===== config.mk =====
export PLATFORM = sky130hd
export DESIGN_NAME = medt_ctrl
export DESIGN_NICKNAME = d
export VERILOG_FILES = /design/src/design/medt_pkg.sv /design/src/design/medt_ctrl.sv
export SDC_FILE = /design/constraint.sdc
export NUM_CORES = 1
export LEC_CHECK = 0
export ABC_CLOCK_PERIOD_IN_PS = 1900
export BUFFER_PORTS_ARGS = -buffer_cell sky130_fd_sc_hd__clkbuf_2
export CAP_MARGIN = 10
export CORE_AREA = 3 3 40 42
export CTS_BUF_LIST = sky130_fd_sc_hd__clkbuf_8
export DETAILED_ROUTE_END_ITERATION = 6
export DIE_AREA = 0 0 43 45
export HOLD_SLACK_MARGIN = 0.1
export PLACE_DENSITY = 0.53
export SYNTH_ARGS = -nofsm -noshare
export SYNTH_HDL_FRONTEND = slang
export SYNTH_SLANG_ARGS = --single-unit
export TNS_END_PERCENT = 30

===== constraint.sdc =====
create_clock -name clock -period 1.9 [get_ports clock]
set_input_delay 0.38 -clock clock [delete_from_list [all_inputs] [get_ports clock]]
set_output_delay 0.38 -clock clock [all_outputs]
set_load 0.02 [all_outputs]

===== src/design/medt_pkg.sv =====
// medt_pkg: shared constants, codes and types for the edge dedup table
// no dependencies; imported by medt_ctrl, medt_dpath and the top level
package medt_pkg;

   // fixed field widths of the request and response words
   localparam int VERTEX_W   = 10;
   localparam int REF_W      = 8;
   localparam int TRI_W      = 11;
   localparam int EDGE_IDX_W = 12;
   localparam int STATUS_W   = 2;

   // default table sizes
   localparam int DEF_MAX_VERTICES = 1024;
   localparam int DEF_MAX_EDGES    = 4096;

   // response status codes
   localparam logic [STATUS_W-1:0] ST_CREATED    = 2'd0;
   localparam logic [STATUS_W-1:0] ST_FOUND      = 2'd1;
   localparam logic [STATUS_W-1:0] ST_TABLE_FULL = 2'd2;
   localparam logic [STATUS_W-1:0] ST_SLOTS_FULL = 2'd3;

   // one stored edge
   typedef struct packed {
      logic [VERTEX_W-1:0] low;
      logic [VERTEX_W-1:0] high;
      logic [REF_W-1:0]    tag;
      logic                t1_valid;
      logic [TRI_W-1:0]    t1;
      logic                t2_valid;
      logic [TRI_W-1:0]    t2;
   } edge_entry_type;

   // controller to datapath
   typedef struct packed {
      logic clear;
      logic capture;
      logic calc_quot;
      logic read_head;
      logic follow_head;
      logic follow_link;
      logic attach;
      logic create;
      logic load_out;
   } medt_cmd_type;

   // datapath to controller
   typedef struct packed {
      logic head_ok;
      logic link_ok;
      logic match;
      logic clear_last;
      logic out_free;
   } medt_status_type;

endpackage


===== src/design/medt_ctrl.sv =====
// medt_ctrl: sequencer for the edge dedup table (clear pass, chain walk, result)
// depends on medt_pkg for the command and status structs
module medt_ctrl (
   input  logic                      clock,
   input  logic                      reset,
   input  logic                      req_valid,
   output logic                      req_stall,
   input  medt_pkg::medt_status_type status,
   output medt_pkg::medt_cmd_type    cmd
);
   import medt_pkg::*;

   localparam logic [2:0] S_CLEAR  = 3'd0;
   localparam logic [2:0] S_IDLE   = 3'd1;
   localparam logic [2:0] S_QUOT   = 3'd2;
   localparam logic [2:0] S_RDHEAD = 3'd3;
   localparam logic [2:0] S_HEAD   = 3'd4;
   localparam logic [2:0] S_CMP    = 3'd5;
   localparam logic [2:0] S_CREATE = 3'd6;
   localparam logic [2:0] S_DONE   = 3'd7;

   logic [2:0] state_ff;
   logic [2:0] state_in;

   always_comb begin
      state_in = state_ff;
      cmd      = '0;
      unique case (state_ff)
         S_CLEAR: begin
            cmd.clear = 1'b1;
            if (status.clear_last) state_in = S_IDLE;
         end
         S_IDLE: begin
            if (req_valid) begin
               cmd.capture = 1'b1;
               state_in    = S_QUOT;
            end
         end
         S_QUOT: begin
            cmd.calc_quot = 1'b1;
            state_in      = S_RDHEAD;
         end
         S_RDHEAD: begin
            cmd.read_head = 1'b1;
            state_in      = S_HEAD;
         end
         S_HEAD: begin
            if (status.head_ok) begin
               cmd.follow_head = 1'b1;
               state_in        = S_CMP;
            end else begin
               state_in = S_CREATE;
            end
         end
         S_CMP: begin
            priority if (status.match) begin
               cmd.attach = 1'b1;
               state_in   = S_DONE;
            end else if (status.link_ok) begin
               cmd.follow_link = 1'b1;
            end else begin
               state_in = S_CREATE;
            end
         end
         S_CREATE: begin
            cmd.create = 1'b1;
            state_in   = S_DONE;
         end
         S_DONE: begin
            if (status.out_free) begin
               cmd.load_out = 1'b1;
               state_in     = S_IDLE;
            end
         end
         default: begin
            state_in = S_CLEAR;
         end
      endcase
   end

   assign req_stall = (state_ff != S_IDLE);

   always_ff @(posedge clock) begin
      if (reset) begin
         state_ff <= S_CLEAR;
      end else begin
         state_ff <= state_in;
      end
   end

endmodule


=== Word level (Yosys, flattened, before mapping) ===
Cells that the tools add are included.

* Word-level logic and storage cells: 36
* Output and inout port bits: 10
* Bits in registers: 3

* Multiplexer cells: 21
* Reduce and logical (&&, ||, !) cells: 2
* Equality and inequality tests: 12

{| class="wikitable"
|+ Operators by type and width
! operator !! count
|-
| $pmux 3 s8 || 1
|-
| $mux 3 || 5
|-
| $mux 1 || 13
|-
| $eq 3x3->1 const B || 4
|-
| $eq 3x2->1 const B || 2
|-
| $ne 2x2->1 const B || 3
|-
| $mux 2 || 2
|-
| $reduce_and 4->1 || 1
|-
| $eq 3x1->1 const B || 1
|-
| $logic_not 3->1 || 1
|-
| $ne 3x1->1 const B || 1
|-
| $ne 3x3->1 const B || 1
|}

=== Logic depth before layout (Yosys ltp) ===
* Word-level depth: 3
* Gate-level depth with buffers: 4
* Mapped depth without buffers: 3

=== Worst setup path after synthesis ===
Ideal clock, no wire load.

* Path kind: register -> output
* Start point: register state_ff[2]
* End point: output port cmd[1] (netlist bit)
* Stages on the path, launching flop included: 3
* Path slack: 0.405 ns
* Arrival time: 1.115 ns
* Path through: dfxtp_1 buf_2 nor3b_1

{| class="wikitable"
|+ RTL lines
! element !! RTL line !! source
|-
| from (decl) || medt_ctrl.sv:22 || <nowiki>logic [2:0] state_ff;</nowiki>
|-
| from (signal assigned) || medt_ctrl.sv:87 || <nowiki>state_ff <= state_in;</nowiki>
|-
| to (decl) || medt_ctrl.sv:9 || <nowiki>output medt_pkg::medt_cmd_type cmd</nowiki>
|}

==> results.sh <==
export IMPL_setup_slack_ns=0.274
export IMPL_regMostFlops="state_ff"
export IMPL_syn_inst=38
export IMPL_grt_overflow=0
export IMPL_portBuffers=17
export IMPL_critPathCaptureType="primary output"
export IMPL_clockPowerShare_pct=47.5
export IMPL_ys_flop_type="dfxtp_1"
export IMPL_cts_made_buffers=3
export IMPL_fin_crit_sh_pct=85.6
export IMPL_cts_buffer_depth=2
export IMPL_dp_slack_ns=0.509
export IMPL_dr_pass1_iters=3
export IMPL_wire_per_inst_um=9.60
export IMPL_syn_num_nets=46
export IMPL_routed_wl_um=691
export IMPL_ir_drop_mv=0.375
export IMPL_grt_first_pass_wirelength_um=1170
export IMPL_post_cts_buffers=0
export IMPL_ff2ff_setup_slack_ns=0.51
export IMPL_skew_ns=0.00263
export IMPL_ant_nets=0
export IMPL_power_share_switching_pct=30.9
export IMPL_initial_core_util_pct=22.1
export IMPL_synthTopCellsByCount="4 x inv_1, 4 x nor3_1"
export IMPL_gp_congestion=0.675
export IMPL_synthArstFlopShare_pct=0
export IMPL_tns_ns=0
export IMPL_cap_viol_max_count=0
export IMPL_yosysTopAreaCellShare_pct=21.1
export IMPL_drc=0
export IMPL_clkTransAtPathRegs_ns=0.03
export IMPL_crit_path_start_kind="register"
export IMPL_postCtsHoldBufs=0
export IMPL_p_seq_share_pct=22.4
export IMPL_die_w_um=43
export IMPL_cp_required_ns=1.52
export IMPL_hold_viol_final=0
export IMPL_slew_viol_final=0
export IMPL_worstPathMaxFanout=10
export IMPL_hold_path_class="input port to register"
export IMPL_cts_sinks=3
export IMPL_antenna_cells=0
export IMPL_grtUsageTotal_pct=8.15
export IMPL_drt_iter0_markers=5
export IMPL_arrival_ns=1.25
export IMPL_cts_tree="done"
export IMPL_vias_per_cell=4.38
export IMPL_yosysTopAreaCell="dfxtp_1"
export IMPL_coreArea_sq_um=1280
export IMPL_synth_cell_types=21
export IMPL_worst_pin_slew_ns=0.434
export IMPL_chipHeight_um=45
export IMPL_status="finished, final reports clean"
export IMPL_synth_area_per_cell_sq_um=7.47
export IMPL_num_io_pins=18
export IMPL_cts_root_buf="clkbuf_8"
export IMPL_fmax_mhz=615
export IMPL_drive_gt1_share_pct=38.6
export IMPL_setup_viol=0
export IMPL_p_switching_mw=0.114
export IMPL_vias=315
export IMPL_dpl_hpwl_um=545
export IMPL_num_rows=13
export IMPL_reg_top3="state_ff x3"
export IMPL_synth_area_sq_um=284
export IMPL_ys_warn_count=0
export IMPL_crit_type="register to primary output"
export IMPL_ys_seq_area_share_pct=21.1
export IMPL_insertion_delay_ns=0.21
export IMPL_grt_max_degree=17
export IMPL_synth_edf_count=0
export IMPL_synth_area_leaders="dfxtp_1 21%, a221o_1 7.0%, nor3_1 7.0%"
export IMPL_fin_nets=66
export IMPL_rsz0062_at_grt="false"
export IMPL_p_comb_share_pct=30.2
export IMPL_ys_seq_elements=3
export IMPL_ctsResizeCount=0
export IMPL_leakagePower_nw=0.204
export IMPL_die_area_sq_um=1940
export IMPL_area_growth_syn_to_layout_pct=46.7
export IMPL_htree_levels=1
export IMPL_intPower_mw=0.255
export IMPL_fin_crit_ns=1.63
export IMPL_largest_register_ffs=3
export IMPL_power_density_nw_per_um2=886
export IMPL_grt_pass1_vias=274
export IMPL_antenna_found_initial=0
export IMPL_slew_headroom_pct=71.0
==> per-layer routing <==
metal | vias up | wire length, um | GRT usage, % | part of all wire (%)
met5 | - | 0 | 0 | 0
met4 | 0 | 0 | 3.61 | 0
met3 | 0 | 71 | 4.38 | 10
met2 | 14 | 275 | 11.7 | 40
met1 | 127 | 345 | 10.1 | 50
li1 | 174 | - | - | -
==> kinds of logic after synthesis <==
family / after synthesis / synth area share [%]
and+or+nand+nor: 20 / 39.2
AOI/OAI and AO/OA: 8 / 26.0
buffers and inverters: 7 / 13.7
DFF: 3 / 21.1
==> placed cells by master, fill, tap and decap left out, types with 2 or more instances in the layout <==
cell      instances
clkbuf_2         17
inv_1             5
nor3_1            4
nand2_1           3
nor2_1            3
nand2b_1          3
clkbuf_8          3
dfxtp_1           3
nor3b_1           2
nor2b_1           2
a221o_1           2
==> metrics by stage <==
step | cell area (sq um) | instances | hold slack [ns] | utilization (%) | power (mW)
after floorplan | 284 | 38 | 0.446 | - | 0.166
after global placement | 372 | 68 | 0.600 | 28.9 | 0.196
after detailed placement | 372 | 68 | 0.601 | 28.9 | 0.195
after CTS | 417 | 72 | 0.381 | 32.4 | 0.375
after global routing | 417 | 72 | 0.395 | 32.4 | 0.396
final | 417 | 72 | 0.379 | 32.4 | 0.369
==> critical path: stages (launching register included) <==
cell      delay, ns
dfxtp_1        0.49
inv_1          0.13
nor3b_1        0.21
clkbuf_2       0.20
==> cell type report <==
cell class | count | area (sq um)
Timing Repair Buffer | 18 | 92.6
Sequential cell | 3 | 60.1
Clock buffer | 3 | 41.3
Inverter | 4 | 15.0
Tap cell | 15 | 18.8
Fill cell | 139 | 868
Clock inverter | 1 | 3.75
Multi-Input combinational cell | 28 | 185
==> path summary, 6_finish.rpt <==
check / startpoint / cells after the start / to
worst max-delay path: state_ff[1] / 3 / cmd[1]
worst min-delay path: reset / 2 / state_ff[0]
worst max register to register: state_ff[2] / 3 / state_ff[0]
worst min register to register: state_ff[0] / 2 / state_ff[1]
==> power groups by stage <==
| stage | Clock (mW) | Sequential [mW] | Combinational, mW |
|---|---|---|---|
| 2_1_floorplan | 0 | 0.0758 | 0.0907 |
| 3_3_place_gp | 0 | 0.0841 | 0.112 |
| 3_5_place_dp | 0 | 0.0833 | 0.112 |
| 4_1_cts | 0.180 | 0.0825 | 0.112 |
| 5_1_grt | 0.186 | 0.0854 | 0.125 |
| 6_report | 0.175 | 0.0826 | 0.111 |
Note: power is estimated with default switching activity, not from simulation.
